===== config.mk =====
export PLATFORM = sky130hd
export DESIGN_NAME = elevator_request_scan_controller
export DESIGN_NICKNAME = d
export VERILOG_FILES = /design/src/rtl/ersc_pkg.sv /design/src/rtl/ersc_sequencer.sv /design/src/rtl/ersc_datapath.sv /design/src/rtl/elevator_request_scan_controller.sv
export VERILOG_INCLUDE_DIRS = /design/src /design/src/rtl
export SDC_FILE = /design/constraint.sdc
export NUM_CORES = 1
export LEC_CHECK = 0
export BUFFER_PORTS_ARGS = -buffer_cell sky130_fd_sc_hd__buf_2
export CAP_MARGIN = 20
export CORE_MARGIN = 2
export CORE_UTILIZATION = 40
export CTS_BUF_LIST = sky130_fd_sc_hd__clkbuf_2 sky130_fd_sc_hd__clkbuf_4 sky130_fd_sc_hd__clkbuf_8
export CTS_CLUSTER_SIZE = 40
export DETAILED_ROUTE_END_ITERATION = 16
export PLACE_DENSITY_LB_ADDON = 0.2
export SKIP_CTS_REPAIR_TIMING = 1
export SLEW_MARGIN = 20
export SYNTH_ARGS = -nofsm -noshare
export SYNTH_HDL_FRONTEND = slang
export SYNTH_HIERARCHICAL = 1
export SYNTH_SLANG_ARGS = --single-unit

===== constraint.sdc =====
create_clock -name clk -period 3.25 [get_ports clk]
set_input_delay 0.1625 -clock clk [delete_from_list [all_inputs] [get_ports clk]]
set_output_delay 0.1625 -clock clk [all_outputs]
set_load 0.01 [all_outputs]

===== src/rtl/elevator_request_scan_controller_assert.svh =====
// Assertion macros used by the scan controller datapath.
// Each macro expects signals named clk and rst_n in the enclosing scope.
`ifndef ELEVATOR_REQUEST_SCAN_CONTROLLER_ASSERT_SVH
`define ELEVATOR_REQUEST_SCAN_CONTROLLER_ASSERT_SVH

// Same-cycle implication, disabled while reset is asserted.
`define ERSC_ASSERT_NOW(lbl, ante, cons, msg) \
    lbl: assert property (@(posedge clk) disable iff (!rst_n) (ante) |-> (cons)) \
        else $error(msg);

// Next-cycle implication, disabled while reset is asserted.
`define ERSC_ASSERT_NEXT(lbl, ante, cons, msg) \
    lbl: assert property (@(posedge clk) disable iff (!rst_n) (ante) |=> (cons)) \
        else $error(msg);

`endif


===== src/rtl/ersc_pkg.sv =====
`timescale 1ns / 1ps
// ----------------------------------------------------------------------------
// ersc_pkg
// Codes, control word layout and microprogram of the elevator scan controller.
// ----------------------------------------------------------------------------
package ersc_pkg;

    localparam logic [1:0] OP_TICK = 2'd0;
    localparam logic [1:0] OP_HALL = 2'd1;
    localparam logic [1:0] OP_CAR  = 2'd2;

    localparam logic [1:0] ST_IDLE    = 2'd0;
    localparam logic [1:0] ST_PASSED  = 2'd1;
    localparam logic [1:0] ST_ARRIVED = 2'd2;

    typedef logic [2:0] act_t;
    typedef logic [2:0] cond_t;
    typedef logic [3:0] step_t;

    localparam act_t ACT_NONE      = 3'd0;
    localparam act_t ACT_ACCEPT    = 3'd1;
    localparam act_t ACT_SET_CALL  = 3'd2;
    localparam act_t ACT_SCAN_INIT = 3'd3;
    localparam act_t ACT_SCAN_ADV  = 3'd4;
    localparam act_t ACT_MOVE      = 3'd5;
    localparam act_t ACT_DELIVER   = 3'd6;

    localparam cond_t COND_NEVER     = 3'd0;
    localparam cond_t COND_ALWAYS    = 3'd1;
    localparam cond_t COND_NO_ITEM   = 3'd2;
    localparam cond_t COND_NOT_TICK  = 3'd3;
    localparam cond_t COND_SLOT_HIT  = 3'd4;
    localparam cond_t COND_SCAN_MORE = 3'd5;
    localparam cond_t COND_OUT_BUSY  = 3'd6;

    localparam step_t STEP_WAIT      = 4'd0;
    localparam step_t STEP_DISPATCH  = 4'd1;
    localparam step_t STEP_SCAN_INIT = 4'd2;
    localparam step_t STEP_SCAN_TEST = 4'd3;
    localparam step_t STEP_SCAN_ADV  = 4'd4;
    localparam step_t STEP_WAIT_OUT  = 4'd5;
    localparam step_t STEP_DELIVER   = 4'd6;
    localparam step_t STEP_MOVE      = 4'd7;
    localparam step_t STEP_CALL      = 4'd8;

    typedef struct packed {
        act_t  act;
        cond_t cond;
        step_t target;
    } uword_t;

    typedef struct packed {
        logic no_item;
        logic not_tick;
        logic slot_hit;
        logic scan_more;
        logic out_busy;
    } flags_t;

    function automatic uword_t ucode_rom(input step_t step);
        uword_t w;
        unique case (step)
            STEP_WAIT:      w = '{ACT_ACCEPT,    COND_NO_ITEM,   STEP_WAIT};
            STEP_DISPATCH:  w = '{ACT_NONE,      COND_NOT_TICK,  STEP_CALL};
            STEP_SCAN_INIT: w = '{ACT_SCAN_INIT, COND_NEVER,     STEP_WAIT};
            STEP_SCAN_TEST: w = '{ACT_NONE,      COND_SLOT_HIT,  STEP_MOVE};
            STEP_SCAN_ADV:  w = '{ACT_SCAN_ADV,  COND_SCAN_MORE, STEP_SCAN_TEST};
            STEP_WAIT_OUT:  w = '{ACT_NONE,      COND_OUT_BUSY,  STEP_WAIT_OUT};
            STEP_DELIVER:   w = '{ACT_DELIVER,   COND_ALWAYS,    STEP_WAIT};
            STEP_MOVE:      w = '{ACT_MOVE,      COND_ALWAYS,    STEP_WAIT_OUT};
            STEP_CALL:      w = '{ACT_SET_CALL,  COND_ALWAYS,    STEP_WAIT_OUT};
            default:        w = '{ACT_NONE,      COND_ALWAYS,    STEP_WAIT};
        endcase
        return w;
    endfunction

endpackage


===== src/rtl/ersc_sequencer.sv =====
`timescale 1ns / 1ps
// ----------------------------------------------------------------------------
// ersc_sequencer
// Step counter and microprogram table with conditional jumps.
// ----------------------------------------------------------------------------
module ersc_sequencer (
    input  logic            clk,
    input  logic            rst_n,
    input  ersc_pkg::flags_t flags,
    output ersc_pkg::uword_t ctrl
);
    import ersc_pkg::*;

    step_t pc_reg;
    step_t pc_next;
    logic  take;

    assign ctrl = ucode_rom(pc_reg);

    always_comb
    begin
        unique case (ctrl.cond)
            COND_NEVER:     take = 1'b0;
            COND_ALWAYS:    take = 1'b1;
            COND_NO_ITEM:   take = flags.no_item;
            COND_NOT_TICK:  take = flags.not_tick;
            COND_SLOT_HIT:  take = flags.slot_hit;
            COND_SCAN_MORE: take = flags.scan_more;
            COND_OUT_BUSY:  take = flags.out_busy;
            default:        take = 1'b1;
        endcase
        pc_next = take ? ctrl.target : pc_reg + step_t'(1);
    end

    always_ff @(posedge clk or negedge rst_n)
    begin
        if (!rst_n)
        begin
            pc_reg <= STEP_WAIT;
        end
        else
        begin
            pc_reg <= pc_next;
        end
    end

endmodule


===== src/rtl/ersc_datapath.sv =====
`timescale 1ns / 1ps
// ----------------------------------------------------------------------------
// ersc_datapath
// Call vector, scan pointer, car position and the output word register.
// ----------------------------------------------------------------------------
module ersc_datapath #(
    parameter int FLOORS = 8
) (
    input  logic             clk,
    input  logic             rst_n,
    input  ersc_pkg::uword_t ctrl,
    output ersc_pkg::flags_t flags,
    input  logic             call_valid,
    output logic             call_stall,
    input  logic [1:0]       op,
    input  logic [3:0]       floor,
    input  logic             going_up,
    output logic             report_valid,
    input  logic             report_stall,
    output logic [3:0]       car_floor_out,
    output logic             moving_up,
    output logic [1:0]       status
);
    import ersc_pkg::*;

    `include "elevator_request_scan_controller_assert.svh"

    localparam int SLOTS = 2 * FLOORS;
    localparam int SW    = $clog2(SLOTS);
    localparam int FW    = $clog2(FLOORS + 1);
    localparam int DW    = SW + 1;

    logic [1:0]       item_op_reg;
    logic [3:0]       item_floor_reg;
    logic             item_up_reg;
    logic [SLOTS-1:0] call_slots_reg, call_slots_next;
    logic [SW-1:0]    scan_start_reg, scan_start_next;
    logic [SW-1:0]    scan_idx_reg, scan_idx_next;
    logic [SW-1:0]    scan_cnt_reg, scan_cnt_next;
    logic [FW-1:0]    car_floor_reg, car_floor_next;
    logic             travel_up_reg, travel_up_next;
    logic [1:0]       status_reg, status_next;
    logic             out_valid_reg, out_valid_next;
    logic [3:0]       car_floor_out_reg;
    logic             moving_up_reg;
    logic [1:0]       status_out_reg;

    logic             accept;
    logic [DW-1:0]    idx_w;
    logic             hit_up;
    logic [FW-1:0]    tgt_floor;
    logic [FW-1:0]    car_step;
    logic             arrived;
    logic [SW-1:0]    pass_slot;
    logic             call_up;
    logic             call_ok;
    logic [SW-1:0]    call_slot;

    assign accept     = (ctrl.act == ACT_ACCEPT) && call_valid;
    assign call_stall = (ctrl.act != ACT_ACCEPT);

    assign idx_w     = DW'(scan_idx_reg);
    assign hit_up    = idx_w >= DW'(FLOORS);
    assign tgt_floor = hit_up ? FW'(idx_w - DW'(FLOORS - 1)) : FW'(DW'(FLOORS) - idx_w);
    assign car_step  = (car_floor_reg > tgt_floor) ? car_floor_reg - FW'(1) :
                       (car_floor_reg < tgt_floor) ? car_floor_reg + FW'(1) : car_floor_reg;
    assign arrived   = (car_step == tgt_floor);
    assign pass_slot = hit_up ? SW'(DW'(FLOORS - 1) + DW'(car_step))
                              : SW'(DW'(FLOORS) - DW'(car_step));

    assign call_up   = (item_op_reg == OP_HALL) ? item_up_reg : travel_up_reg;
    assign call_ok   = ((item_op_reg == OP_HALL) || (item_op_reg == OP_CAR)) &&
                       (item_floor_reg != 4'd0) && (int'(item_floor_reg) <= FLOORS);
    assign call_slot = call_up ? SW'(DW'(FLOORS - 1) + DW'(item_floor_reg))
                               : SW'(DW'(FLOORS) - DW'(item_floor_reg));

    assign flags.no_item   = !call_valid;
    assign flags.not_tick  = (item_op_reg != OP_TICK);
    assign flags.slot_hit  = call_slots_reg[scan_idx_reg];
    assign flags.scan_more = (scan_cnt_reg != SW'(SLOTS - 1));
    assign flags.out_busy  = out_valid_reg && report_stall;

    always_comb
    begin
        call_slots_next = call_slots_reg;
        scan_start_next = scan_start_reg;
        scan_idx_next   = scan_idx_reg;
        scan_cnt_next   = scan_cnt_reg;
        car_floor_next  = car_floor_reg;
        travel_up_next  = travel_up_reg;
        status_next     = status_reg;
        out_valid_next  = out_valid_reg && report_stall;
        unique case (ctrl.act)
            ACT_SET_CALL:
            begin
                status_next = ST_IDLE;
                if (call_ok)
                begin
                    call_slots_next[call_slot] = 1'b1;
                end
            end
            ACT_SCAN_INIT:
            begin
                status_next   = ST_IDLE;
                scan_cnt_next = '0;
                scan_idx_next = (scan_start_reg == SW'(SLOTS - 1)) ? '0
                                : scan_start_reg + SW'(1);
            end
            ACT_SCAN_ADV:
            begin
                scan_cnt_next = scan_cnt_reg + SW'(1);
                scan_idx_next = (scan_idx_reg == SW'(SLOTS - 1)) ? '0
                                : scan_idx_reg + SW'(1);
            end
            ACT_MOVE:
            begin
                car_floor_next = car_step;
                if (car_floor_reg != tgt_floor)
                begin
                    travel_up_next = (car_floor_reg < tgt_floor);
                end
                if (arrived)
                begin
                    call_slots_next[scan_idx_reg] = 1'b0;
                    scan_start_next = scan_idx_reg;
                    status_next     = ST_ARRIVED;
                end
                else
                begin
                    scan_start_next = pass_slot;
                    status_next     = ST_PASSED;
                end
            end
            ACT_DELIVER:
            begin
                out_valid_next = 1'b1;
            end
            default:
            begin
            end
        endcase
    end

    always_ff @(posedge clk or negedge rst_n)
    begin
        if (!rst_n)
        begin
            call_slots_reg <= '0;
            scan_start_reg <= '0;
            car_floor_reg  <= FW'(1);
            travel_up_reg  <= 1'b1;
            out_valid_reg  <= 1'b0;
        end
        else
        begin
            call_slots_reg <= call_slots_next;
            scan_start_reg <= scan_start_next;
            car_floor_reg  <= car_floor_next;
            travel_up_reg  <= travel_up_next;
            out_valid_reg  <= out_valid_next;
        end
    end

    always_ff @(posedge clk)
    begin
        scan_idx_reg <= scan_idx_next;
        scan_cnt_reg <= scan_cnt_next;
        status_reg   <= status_next;
        if (accept)
        begin
            item_op_reg    <= op;
            item_floor_reg <= floor;
            item_up_reg    <= going_up;
        end
        if (ctrl.act == ACT_DELIVER)
        begin
            car_floor_out_reg <= 4'(car_floor_reg);
            moving_up_reg     <= travel_up_reg;
            status_out_reg    <= status_reg;
        end
    end

    assign report_valid  = out_valid_reg;
    assign car_floor_out = car_floor_out_reg;
    assign moving_up     = moving_up_reg;
    assign status        = status_out_reg;

    `ERSC_ASSERT_NOW(a_car_in_range, 1'b1,
        (car_floor_reg != '0) && (int'(car_floor_reg) <= FLOORS),
        "Car floor left the range of served floors.")
    `ERSC_ASSERT_NEXT(a_car_only_on_move, ctrl.act != ACT_MOVE, $stable(car_floor_reg),
        "Car floor changed outside a move step.")
    `ERSC_ASSERT_NEXT(a_arrival_clears, (ctrl.act == ACT_MOVE) && arrived,
        (scan_start_reg == $past(scan_idx_reg)) && !call_slots_reg[$past(scan_idx_reg)],
        "Arrival did not clear the served slot or move the scan start onto it.")
    `ERSC_ASSERT_NOW(a_no_overwrite, ctrl.act == ACT_DELIVER,
        !(out_valid_reg && report_stall),
        "A new word was loaded over a word still waiting at the output.")

endmodule


===== src/rtl/elevator_request_scan_controller.sv =====
`timescale 1ns / 1ps
// ----------------------------------------------------------------------------
// elevator_request_scan_controller
// Elevator call scheduler with a circular scan over up and down call slots.
// ----------------------------------------------------------------------------
// Each accepted word is a time tick, a hall call or a car call, and yields
// exactly one report word with the car floor, travel direction and status.
// A small microprogram steps a plain datapath. A call word sets its slot and
// goes on to the report; a tick scans the slots, starting after the scan start,
// until it finds a set one, which it steps the car toward, or has tested them
// all; it tests one slot in one step and advances the pointer in the next.
// A new word is accepted only once the previous report has been loaded into
// the output register, which holds it until the receiver takes it.
module elevator_request_scan_controller #(
    parameter int FLOORS = 8
) (
    input  logic       clk,
    input  logic       rst_n,
    input  logic       call_valid,
    output logic       call_stall,
    input  logic [1:0] op,
    input  logic [3:0] floor,
    input  logic       going_up,
    output logic       report_valid,
    input  logic       report_stall,
    output logic [3:0] car_floor_out,
    output logic       moving_up,
    output logic [1:0] status
);
    import ersc_pkg::*;

    uword_t ctrl;
    flags_t flags;

    ersc_sequencer u_seq (
        .clk   (clk),
        .rst_n (rst_n),
        .flags (flags),
        .ctrl  (ctrl)
    );

    ersc_datapath #(
        .FLOORS (FLOORS)
    ) u_dp (
        .clk           (clk),
        .rst_n         (rst_n),
        .ctrl          (ctrl),
        .flags         (flags),
        .call_valid    (call_valid),
        .call_stall    (call_stall),
        .op            (op),
        .floor         (floor),
        .going_up      (going_up),
        .report_valid  (report_valid),
        .report_stall  (report_stall),
        .car_floor_out (car_floor_out),
        .moving_up     (moving_up),
        .status        (status)
    );

endmodule

# After elaboration in Yosys (flattened, before gate mapping)
# Memory sizes are Yosys's and may differ from the RTL's.
# Cells that the tools add are included.
op_classes:
  n_eq_ne: 21
  n_addsub: 12
  n_shift: 0
  div: 0
  n_mux: 25
  n_mul: 0
  reduce_logical: 17
  magnitude_cmp: 8
  bitwise: 3
op_table:
  columns: ["op", "n"]
  rows:
  - ["$mux 4", 9]
  - ["$mux 16", 2]
  - ["$pmux 16 s2", 1]
  - ["$add 4x1->4 const B", 5]
  - ["$eq 3x3->1 const B", 6]
  - ["$and 16x16->16", 1]
  - ["$not 16->16", 1]
  - ["$or 16x16->16", 1]
  - ["$pmux 4 s2", 2]
  - ["$eq 3x2->1 const B", 4]
  - ["$sub 4x4->4 const A", 3]
  - ["$lt 4x5->1 const B", 2]
  - ["$add 3x4->4 const A", 2]
  - ["$demux 1 s4", 2]
  - ["$eq 4x4->1 const B", 2]
  - ["$ge 4x1->1 const B", 2]
  - ["$reduce_bool 2->1", 4]
  - ["$logic_and 1x1->1", 6]
  - ["$pmux 1 s6", 1]
  - ["$mux 1", 5]
  - ["$bmux 1 s4", 1]
  - ["$eq 4x4->1", 1]
  - ["$ge 4x4->1 const B", 1]
  - ["$gt 4x4->1", 1]
  - ["20 further kinds", 21]
totals:
  inputBits: 11
  reg_bits: 54
  wordCells: 102
  latch_bits: 0
  ram_bits: 0
  romBits: 160
  mem_count: 1
memory_table:
  columns: ["memory", "words", "width", "read_ports", "rd_ports_with_merged_regs", "write_ports", "line", "text"]
  rows:
  - ["(name not given)", 16, 10, 1, 0, 0, "ersc_pkg.sv:62", "unique case (step)"]

# Logic depth before layout (Yosys ltp)
# Gate-level depths: netlist of the first run.
logic_depth:
  ltp_word: 10
  mapped_depth: 16
  depth_no_buf: 14

# Modules after synthesis
# Netlist of the first run, hierarchy kept.
modules_own_cells:
  columns: ["mod", "area_per_inst_um2", "instances", "cells_per_inst"]
  rows:
  - ["ersc_datapath", 3153.0, 1, 305]
  - ["ersc_sequencer", 533.0, 1, 60]

# Worst setup path after synthesis of the first run
# Ideal clock, no wire load.
synth_path:
  path_kind: "flip-flop to flip-flop"
  start: "register u_dp.scan_idx_reg[1]"
  end: "register u_dp.scan_start_reg[2]"
  path_stages_with_launch: 17
  path_slack_ns: -0.271
  setup_time_ns: 0.131
  n_path_buf: 3
  t_arrival_ns: 3.390
  period_less_slack_ns: 3.521
  path_cell_list: "edfxtp_1 clkbuf_1 inv_1 ha_1 o21ai_0 xnor2_1 ha_1 and4_1 buf_2 or4_1 a21oi_1 nor3_1 o21a_1 o21ai_2 buf_6 mux2i_1 o21ai_1"
synth_via:
  elab_chain_len: 8
  word_cells_on_any_way: 13
  classes_between: "add/sub (4); order compare (3); eq/ne (1); mux (5)"
synth_lines:
  columns: ["item", "line", "text"]
  rows:
  - ["from (decl)", "ersc_datapath.sv:38", "logic [SW-1:0] scan_idx_reg, scan_idx_next;"]
  - ["from (signal assigned)", "ersc_datapath.sv:166", "scan_idx_reg <= scan_idx_next;"]
  - ["$sub 4x4->4 (tied with other cells)", "ersc_datapath.sv:64", "assign tgt_floor = hit_up ? FW'(idx_w - DW'(FLOORS - 1)) : FW'(DW'(FLOORS) - idx_w);"]
  - ["$mux 4", "ersc_datapath.sv:64", null]
  - ["$lt 4x4->1", "ersc_datapath.sv:66", "(car_floor_reg < tgt_floor) ? car_floor_reg + FW'(1) : car_floor_reg;"]
  - ["$mux 4", "ersc_datapath.sv:66", null]
  - ["$mux 4", "ersc_datapath.sv:65", "assign car_step = (car_floor_reg > tgt_floor) ? car_floor_reg - FW'(1) :"]
  - ["$sub 4x4->4 / $add 3x4->4 (equally long branches)", "ersc_datapath.sv:69, ersc_datapath.sv:68", null]
  - ["$mux 4", "ersc_datapath.sv:68", "assign pass_slot = hit_up ? SW'(DW'(FLOORS - 1) + DW'(car_step))"]
  - ["$mux 4 *", "ersc_datapath.sv:122", "if (arrived)"]
  - ["to (signal assigned)", "ersc_datapath.sv:157", "scan_start_reg <= scan_start_next;"]
  - ["to (decl)", "ersc_datapath.sv:37", "logic [SW-1:0] scan_start_reg, scan_start_next;"]
# Every way passes the cells marked *; elsewhere a longest branch is shown, timed or not.
# A chain may end at the register's enable or synchronous reset.

# Final worst setup path of the first run
layout_path:
  start: "register u_dp.scan_idx_reg[1]"
  end: "register u_dp.scan_start_reg[3]"
# The elaborated chain is that of the path after synthesis.

==> summary.md, run 1 <==
| Metric | Value |
|---|---|
| Slowest cell delay on critical path | roughly 0.52 ns |
| CP Data Arrival Time | roughly 3.5 ns |
| Pwr/cell area | 1110 nW/um^2 |
| Num rows | 34 |
| Area growth syn-to-layout | 21.4% |
| Port buffer count | 19 |
| Max Cap Viol | 0 |
| LEAKAGE | 1.82 nW |
| Initial core utilization | a little over two fifths |
| Clk_lat worst skew | 0.31 ns |
| Grt ovf | 0 |
| Most frequent CP cell | o21ai_2 |
| Num CTS Buffers | 5 |
| CP Class | register to register |
| Crit start category | register |
| CP Capture Type | register |
| Clock Pin Slew Worst Setup and Hold Paths | 0.10 ns |
| CP Data Required Time | 3.50 ns |
| Final RePlAce weighted congestion | between 0.7 and 0.8 |
| Vias/cell | approximately 5.6 |
| Core area | 8810 um^2 |
| Die ar. | approximately 10000 um^2 |
| Final wirelength | between 8000 and 9000 um |
| Relative slew slack | 52.5% |
| Worst Max-Slew Pin Slew | 0.712 ns |
| DRC | 0 |
| Largest register FFs | 16 |
| Max Transition Viols Final | 0 |
| Post-layout minimum cycle time | 3.24 ns |
| Crit path max fanout | 7 |
| First-pass GRT wire length | 13500 um |
| First drt pass iteration count | 4 |
| Die W | 99.9 um |
| DRT iter0 DRCs | about 150 |
| Placed cell areas | 4120 um^2 |
| Antenna diodes | 0 |
| Clock Skew | 0.00880 ns |
| Unrepaired setup endpoints after global routing | true |
| Endpoints failing hold | 0 |
| Status | complete, no violations |
| Final-report setup violation count | 0 |
| Nets | 445 |
| H-Tree Level Count | 2 |
| CTS Buffer Depth | 2 |
| Syn Area/Cell | around 10 um^2 |
| Root buf cell | clkbuf_8 |
| Via count | 2921 |
| CTS tree | yes |
| Power Total | about 5.0 mW |
| YS warnings | 6 |
| CP endpoint | u_dp/scan_start_reg[3] |
| VDD IR max | 342 uV |
| Register-to-register setup slack | between 0.005 and 0.006 ns |
| Slowest-stage cell, CP | edfxtp_1 |
| Antenna viol nets, final | 0 |
| Number of global-route vias before repair | about 2800 |
| Synthesized area | 3680 um^2 |
| Worst setup path startpoint | u_dp/scan_idx_reg[1] |
| WL/cell | 16.0 um |
| Hold crit path type | input pin to register |
| Tot GR Track Use | 16.9% |
| DP HPWL | 6240 um |
| Crit path cell chain | ha_2, nand2_2, o21ai_2, xnor2_2, ha_4, and4_4, or4_4, a21oi_4, nor3_4, o21a_1, o21ai_2, buf_4, mux2_2, nand3_1 |
| Achievable Freq | roughly 0.3 GHz |
| Mapped Nets | 395 |
| Reg-to-reg critical path startpoint | u_dp/scan_idx_reg[1] |
| Share of cells above drive strength 1 | 29.2% |
| Reg2Reg Depth | 14 |
| Final core utilization | between 50% and 60% |
| Largest net degree at the start of global routing | 31 |
| Initial antenna violation count | 0 |
| R2r endpoint | u_dp/scan_start_reg[3] |
| Sink Count | 54 |
| I/O pin cnt | 20 |
| Post-route cell area | 4460 um^2 |
| Die H | 99.9 um |
| Fin crit share | 99.8% |
| Cells after Synth | 363 |
-- per-layer routing --
metal,GRT usage (%),routed length [um],vias up
li1,-,-,1437
met3,2.72,236,7
met1,23.9,4100,1434
met4,3.58,62,0
met2,27.7,3960,43
met5,0,0,-
-- per-stage QoR --
step           setup WS [ns]  hold WS [ns]  std cells   TNS, ns
4_1_cts               -0.142       -0.0688        517     -1.65
6_report             0.00573        0.0194        522         0
2_1_floorplan       -0.00492        -0.133        363  -0.00938
5_1_grt               -0.150       0.00306        522     -1.87
3_5_place_dp          -0.125         0.275        509     -1.35
3_3_place_gp        0.000166         0.259        509         0
-- cell type report --
class / count / area [um^2]
Timing Repair Buffer: 58 / 409
Sequential cell: 54 / 1470
Fill cell: 796 / 4340
Clock buffer: 5 / 68.8
Inverter: 22 / 87.6
Clock inverter: 3 / 20.0
Tap cell: 108 / 135
Multi-Input combinational cell: 272 / 2270
-- cells in the final DEF, fill, tap and decap left out, drive strengths merged, types with 9 or more instances in the layout --
cell type   n
a21oi      11
buf        56
dfrtp      28
edfxtp     24
ha         21
inv        23
mux2i       9
nand2      32
nand3      11
nor2       24
nor2b      13
o21ai      28
xnor2       9
-- power breakdown --
group / switching (mW) / internal (mW)
Clock: 0.233 / 0.152
Sequential: 0.277 / 0.985
Combinational: 1.72 / 1.59
Total: 2.23 / 2.73
-- worst max-delay path: cells and delay by family (launching register included) --
family                     cells  cell delay, ns
buffers and inverters          1            0.17
adders and majority gates      2            0.48
AOI/OAI and AO/OA              4            0.63
xor gates and xnor gates       1            0.21
DFF                            1            0.52
and+or+nand+nor                5            0.84
muxes                          1            0.33
-- worst min-delay path by stage --
stage / slack [ns] / end / depth (start not counted) / start
floorplan: -0.13 / u_dp/call_slots_reg[0] / 0 / rst_n
global placement: 0.26 / u_dp/call_slots_reg[10] / 1 / rst_n
detailed placement: 0.28 / u_seq/pc_reg[0] / 1 / rst_n
CTS: -0.07 / u_dp/call_slots_reg[1] / 1 / rst_n
global route: 0.003 / u_dp/item_floor_reg[0] / 1 / floor[0]
finish: 0.02 / u_dp/item_floor_reg[3] / 1 / floor[3]
(Power assumes the default switching activity.)
==> run 2, diff against run 1 <==
--- a/config.mk
+++ b/config.mk
@@ -18,5 +18,4 @@
 export SLEW_MARGIN = 20
 export SYNTH_ARGS = -nofsm -noshare
 export SYNTH_HDL_FRONTEND = slang
-export SYNTH_HIERARCHICAL = 1
 export SYNTH_SLANG_ARGS = --single-unit
==> summary.md, run 2 <==
| Metric | Value |
|---|---|
| Antenna viol nets, final | 0 (unchanged) |
| Synth area leaders | edfxtp_1, dfrtp_1, ha_1 |
| Compound-Gate Fraction of Synth Area | 15.5% |
| Power Total | 5.05 mW (+1.8%) |
| Failing checks | negative setup slack |
| Register area share after synthesis | 43.6% |
| Most frequent CP cell | buf_6 |
| Max Cap Viol | 0 (unchanged) |
| Tot GR Track Use | 17.3% (+0.41 points) |
| Pwr/cell area | 1180 nW/um^2 (+6.2%) |
| Post-Synth Adder-Cell Area | 8.14% |
| Placed Instances | 476 (-6.5%) |
| Unrepaired setup endpoints after global routing | true |
| Main synth FF type | dfrtp_1 |
| Num rows | 33 (-2.9%) |
| Largest register FFs | 16 (unchanged) |
| Number of global-route vias before repair | 2505 (-10%) |
| Synth Area in Simple Gates | roughly 16% |
| Largest family of logic cells by synthesized area | simple AND/OR/NAND/NOR gates |
| YS warnings | 0 (-6) |
| Nets | 423 (-4.9%) |
| Post-synthesis mux area share | 5.84% |
| Core area | 8220 um^2 (-6.7%) |
| Syn Area/Cell | 10.1 um^2 (about the same) |
| Worst Max-Slew Pin Slew | 0.732 ns (+0.0203 ns) |
| Crit path max fanout | 6 (-1) |
| Slowest-stage cell, CP | edfxtp_1 |
| Final setup margin | -0.0808 ns (-0.0865 ns) |
| Clk_lat worst skew | 0.31 ns (about the same) |
| WP buf/inv | 4 (+3) |
| Most frequent cells in the layout | buf_4, nor2_1, dfrtp_1 |
| Post-route cell area | 4280 um^2 (-4.1%) |
| Sum Neg Setup Slack | -0.717 ns (-0.717 ns) |
| I/O pin cnt | 20 (unchanged) |
| Initial core utilization | 41.2% (-0.60 points) |
| Antenna diodes | 0 (unchanged) |
| Cells after Synth | 334 (-8.0%) |
| CP Data Required Time | 3.44 ns (-0.06 ns) |
| Top-count cell post-synth | nor2_1 |
| DRT iter0 DRCs | 170 (+13%) |
| Sink Count | 54 (unchanged) |
| Area fraction of the dominant cell type after synthesis | 21.3% |
| Share of cells above drive strength 1 | 29.2% (-0.071 points) |
| VDD IR max | 454 uV (+33%) |
| Commonest non-fill, non-tap cell in the layout | buf_4 |
| Final-report setup violation count | 13 (+13) |
| Placed cell areas | 3830 um^2 (-7.2%) |
| CTS Buffer Depth | 2 (unchanged) |
| Final RePlAce weighted congestion | 0.789 (-0.94%) |
| Status | finished with violations |
| Die W | 96.0 um (-3.9%) |
| Via count | 2664 (-8.8%) |
| Hold crit path type | input pin to register |
| First drt pass iteration count | 4 (unchanged) |
| Register-to-register setup slack | -0.08 ns (-0.09 ns) |
| Most common library cells after synthesis | nor2_1, dfrtp_1, edfxtp_1 |
| Area growth syn-to-layout | 26.5% |
| CP top delay family | simple AND/OR/NAND/NOR gates |
| Max Transition Viols Final | 0 (unchanged) |
| Async set-reset flop share out of synthesis | 55.6% |
| Synth Register Bits | 54 |
| Relative slew slack | 51.2% (-1.4 points) |
| Achievable Freq | 0.300 GHz (-2.6%) |
| Mapped Nets | 367 (-7.1%) |
| Vias/cell | 5.37 (-4.0%) |
| Die H | 96.0 um (-3.9%) |
| Clock Pin Slew Worst Setup and Hold Paths | 0.10 ns (about the same) |
| Largest net degree at the start of global routing | 31 (unchanged) |
| DRC | 0 (unchanged) |
| Synthesized area | 3380 um^2 (-8.0%) |
| LEAKAGE | 1.81 nW (-0.47%) |
| CP Data Arrival Time | 3.52 ns (+0.03 ns) |
| Num CTS Buffers | 5 (unchanged) |
| Endpoints failing hold | 0 (unchanged) |
| Post-layout minimum cycle time | 3.33 ns (+0.0865 ns) |
| Synth area leader | edfxtp_1 |
| Post-place setup slack | -0.113 ns (+0.0119 ns) |
| CP Class | register to register |
| EDFF count, synth | 24 |
| Clock Skew | 0.0114 ns (+0.00255 ns) |
| WL/cell | 15.7 um (-1.6%) |
| Die ar. | 9210 um^2 (-7.7%) |
| Yosys cell types | 52 |
| Slowest cell delay on critical path | 0.45 ns (-0.07 ns) |
| Hold Slack | 0.0226 ns (+0.00320 ns) |
| Port buffer count | 19 (unchanged) |
| Final wirelength | 7810 um (-6.5%) |
| Non-filler cells, final | 496 (-5.0%) |
| CTS tree | yes |
| Crit path cell chain | buf_6, inv_6, ha_4, o21ai_2, xnor2_2, ha_1, and4_4, or4_4, a21oi_4, nor2_2, xnor3_2, nor3_4, buf_6, clkbuf_16, nand3_1, o2bb2ai_1 |
| Root buf cell | clkbuf_8 |
| Fin crit share | 102% (+2.7 points) |
| XOR/XNOR share of the synthesized area | under 10% |
| CP Capture Type | register |
| First-pass GRT wire length | 12300 um (-8.9%) |
| Final core utilization | 52.1% (+1.4 points) |
| Initial antenna violation count | 0 (unchanged) |
| DP HPWL | 5520 um (-12%) |
| H-Tree Level Count | 2 (unchanged) |
| Crit start category | register |
| Grt ovf | 0 (unchanged) |
## run 2: cell families (layout without fill, tap and decap cells)
| kind of cell | count (synthesis) | in the layout |
|---|---|---|
| buf+inv | 36 | 93 |
| mux | 13 | 13 |
| flops | 54 | 54 |
| fa+ha+maj | 22 | 22 |
| compound gates | 78 | 78 |
| simple gates | 109 | 109 |
| xor+xnor | 22 | 22 |
## run 2: final cells by class
| cell class | instances | area [um^2] |
|---|---|---|
| fillers | 743 | 3940 |
| repair buffers | 63 | 494 |
| clock inverters | 3 | 63.8 |
| multi-input cells | 244 | 1960 |
| flip-flops and latches | 54 | 1470 |
| inverters | 22 | 87.6 |
| well taps | 105 | 131 |
| clock buffers | 5 | 68.8 |
## run 2: path summary, 6_finish.rpt
check                                      from                      to  cells after the start
setup / recovery           u_dp.scan_idx_reg[0]  u_dp.call_slots_reg[5]                     16
hold / removal                         floor[3]  u_dp.item_floor_reg[3]                      1
setup reg to reg           u_dp.scan_idx_reg[0]  u_dp.call_slots_reg[5]                     16
hold reg to reg              u_dp.status_reg[0]          u_dp.status[0]                      0
max in group asynchronous                 rst_n  u_dp.call_slots_reg[4]                      2
min in group asynchronous                 rst_n   u_dp.car_floor_reg[2]                      2
## run 2: where the power goes
group,internal (mW),switching (mW)
logic,1.58,1.74
clock network,0.305,0.224
registers,0.983,0.215
## run 2: layer usage
layer,global-route usage (%),vias to the layer above,part of all wire (%)
li1,-,1331,-
met2,26.7,49,46
met4,4.17,0,1.0
met5,0,-,0
met3,2.51,7,3.5
met1,25.7,1277,50
==> run 3, diff against run 2 <==
--- a/config.mk
+++ b/config.mk
@@ -9,13 +9,13 @@
 export BUFFER_PORTS_ARGS = -buffer_cell sky130_fd_sc_hd__buf_2
 export CAP_MARGIN = 20
 export CORE_MARGIN = 2
-export CORE_UTILIZATION = 40
+export CORE_UTILIZATION = 35
 export CTS_BUF_LIST = sky130_fd_sc_hd__clkbuf_2 sky130_fd_sc_hd__clkbuf_4 sky130_fd_sc_hd__clkbuf_8
 export CTS_CLUSTER_SIZE = 40
 export DETAILED_ROUTE_END_ITERATION = 16
 export PLACE_DENSITY_LB_ADDON = 0.2
 export SKIP_CTS_REPAIR_TIMING = 1
-export SLEW_MARGIN = 20
+export SLEW_MARGIN = 10
 export SYNTH_ARGS = -nofsm -noshare
 export SYNTH_HDL_FRONTEND = slang
 export SYNTH_SLANG_ARGS = --single-unit
==> constraint.sdc (replaced) <==
create_clock -name clk -period 3.25 [get_ports clk]
set_input_delay 0.1625 -clock clk [delete_from_list [all_inputs] [get_ports clk]]
set_output_delay 0.1625 -clock clk [all_outputs]
set_load 0.02 [all_outputs]
==> summary.md, run 3 (same netlist as run 2, synthesis figures left out) <==
| Metric | Value |
|---|---|
| Vias/cell | 5.09 (-5.2%) |
| DP HPWL | 5850 um (+5.9%) |
| Clock share of power | 7.9% (-2.6 points) |
| WL/cell | 15.1 um (-3.8%) |
| Clock Skew | 0.00848 ns (-0.00288 ns) |
| CTS tree | yes |
| Core area | 9330 um^2 (+14%) |
| Slowest cell delay on critical path | 0.50 ns (+0.05 ns) |
| Status | finished with violations |
| Num CTS Buffers | 5 (unchanged) |
| Antenna diodes | 0 (unchanged) |
| Die ar. | 10500 um^2 (+14%) |
| LEAKAGE | 1.77 nW (-2.3%) |
| Via count | 2622 (-1.6%) |
| Sink Count | 54 (unchanged) |
| Max Cap Viol | 0 (unchanged) |
| Nets | 418 (-1.2%) |
| Die H | 102 um (+6.6%) |
| CP top delay family | compound AO/OA/AOI/OAI gates |
| Final wirelength | 7800 um (-0.10%) |
| Final-report setup violation count | 13 (unchanged) |
| Endpoints failing hold | 0 (unchanged) |
| Switching part of the total | 44.6% (+1.5 points) |
| Clock Pin Slew Worst Setup and Hold Paths | 0.10 ns (about the same) |
| Hold crit path type | input pin to register |
| Antenna viol nets, final | 0 (unchanged) |
| Unrepaired setup endpoints after global routing | true |
| Largest net degree at the start of global routing | 31 (unchanged) |
| First-pass GRT wire length | 12500 um (+1.2%) |
| WP buf/inv | 4 (unchanged) |
| Hold Slack | 0.0225 ns (-0.0000914 ns) |
| I/O pin cnt | 20 (unchanged) |
| Pwr/cell area | 1180 nW/um^2 (+0.30%) |
| Grt ovf | 0 (unchanged) |
| DRT iter0 DRCs | 88 (-48%) |
| Initial core utilization | 36.3% (-4.9 points) |
| CP Class | register to register |
| H-Tree Level Count | 2 (unchanged) |
| Achievable Freq | 0.301 GHz (+0.29%) |
| Placed Instances | 502 (+5.5%) |
| CP Data Required Time | 3.43 ns (about the same) |
| Final core utilization | 44.3% (-7.8 points) |
| DRC | 0 (unchanged) |
| Post-layout minimum cycle time | 3.32 ns (-0.00948 ns) |
| VDD IR max | 828 uV (+82%) |
| Final RePlAce weighted congestion | 0.861 (+9.1%) |
| Max Transition Viols Final | 0 (unchanged) |
| Comb power frac | 67.6% (+1.8 points) |
| Final setup margin | -0.0713 ns (+0.00948 ns) |
| Port buffer count | 19 (unchanged) |
| Crit path cell chain | ha_2, nand2_2, o21ai_2, xnor2_2, ha_1, buf_4, o211ai_1, a221oi_2, buf_4, o21a_1, o2111ai_2, buf_4, nor3_4, buf_12, nand3_1, o2bb2ai_1 |
| CTS Buffer Depth | 2 (unchanged) |
| CP Data Arrival Time | 3.50 ns (-0.02 ns) |
| Failing checks | negative setup slack |
| Root buf cell | clkbuf_8 |
| CP Capture Type | register |
| Placed cell areas | 3870 um^2 (+1.2%) |
| Die W | 102 um (+6.6%) |
| Post-route cell area | 4130 um^2 (-3.5%) |
| Seq pwr share | 24.5% (+0.8 points) |
| Largest register FFs | 16 (unchanged) |
| Slowest-stage cell, CP | edfxtp_1 |
| Sum Neg Setup Slack | -0.714 ns (+0.00311 ns) |
| First drt pass iteration count | 4 (unchanged) |
| Initial antenna violation count | 0 (unchanged) |
| Fin crit share | 102% (-0.29 points) |
| Tot GR Track Use | 15.4% (-1.9 points) |
| Power Internal | 2.71 mW (-5.7%) |
| Share of cells above drive strength 1 | 25.9% (-3.2 points) |
| Worst Max-Slew Pin Slew | 0.743 ns (+0.0110 ns) |
| Relative slew slack | 50.5% (-0.73 points) |
| Non-filler cells, final | 515 (+3.8%) |
| Commonest non-fill, non-tap cell in the layout | buf_4 |
| Area growth syn-to-layout | 22.0% |
| Crit path max fanout | 17 (+11) |
| Num rows | 35 (+6.1%) |
| Psw | 2.18 mW (about the same) |
| Number of global-route vias before repair | 2466 (-1.6%) |
| Clk_lat worst skew | 0.31 ns (about the same) |
| Most frequent CP cell | buf_4 |
| Most frequent cells in the layout | buf_4, dfrtp_1, nor2_1 |
| Crit start category | register |
## run 3: final cells by class
cell class              count  area [um^2]
repair buffers             58          407
clock inverters             1         6.26
inverters                  22         85.1
well taps                 129          161
fillers                   905         5200
flip-flops and latches     54         1470
clock buffers               7         83.8
multi-input cells         244         1910
## run 3: layer usage
layer	GRT usage, %	wire, um	vias up
met2	24.2	3690	43
met4	4.72	129	0
met1	22.3	3730	1249
met3	2.05	252	11
li1	-	-	1319
met5	0	0	-
## run 3: power groups by stage
stage | logic, mW | registers [mW] | clock network [mW]
6_report | 3.30 | 1.20 | 0.386
5_1_grt | 3.67 | 1.23 | 0.428
4_1_cts | 2.94 | 1.19 | 0.404
3_5_place_dp | 2.93 | 1.20 | 0
3_3_place_gp | 2.90 | 1.20 | 0
2_1_floorplan | 2.07 | 1.13 | 0
## run 3: path summary, 6_finish.rpt
path | cells after the start | end | from | slack [ns]
min in group asynchronous | 2 | u_dp.call_slots_reg[11] | rst_n | 0.45
worst max register to register | 16 | u_dp.call_slots_reg[6] | u_dp.scan_idx_reg[0] | -0.07
worst max-delay path | 16 | u_dp.call_slots_reg[6] | u_dp.scan_idx_reg[0] | -0.07
worst min register to register | 0 | u_dp.status[1] | u_dp.status_reg[1] | 0.43
max in group asynchronous | 2 | u_dp.scan_start_reg[1] | rst_n | 2.32
worst min-delay path | 1 | u_dp.item_op_reg[0] | op[0] | 0.02
## run 3: per-stage QoR
| step | setup slack, ns | power (mW) |
|---|---|---|
| floorplan | -0.101 | 3.20 |
| global placement | -0.115 | 4.10 |
| detailed placement | -0.140 | 4.14 |
| CTS | -0.163 | 4.54 |
| global route | -0.223 | 5.33 |
| finish | -0.0713 | 4.89 |
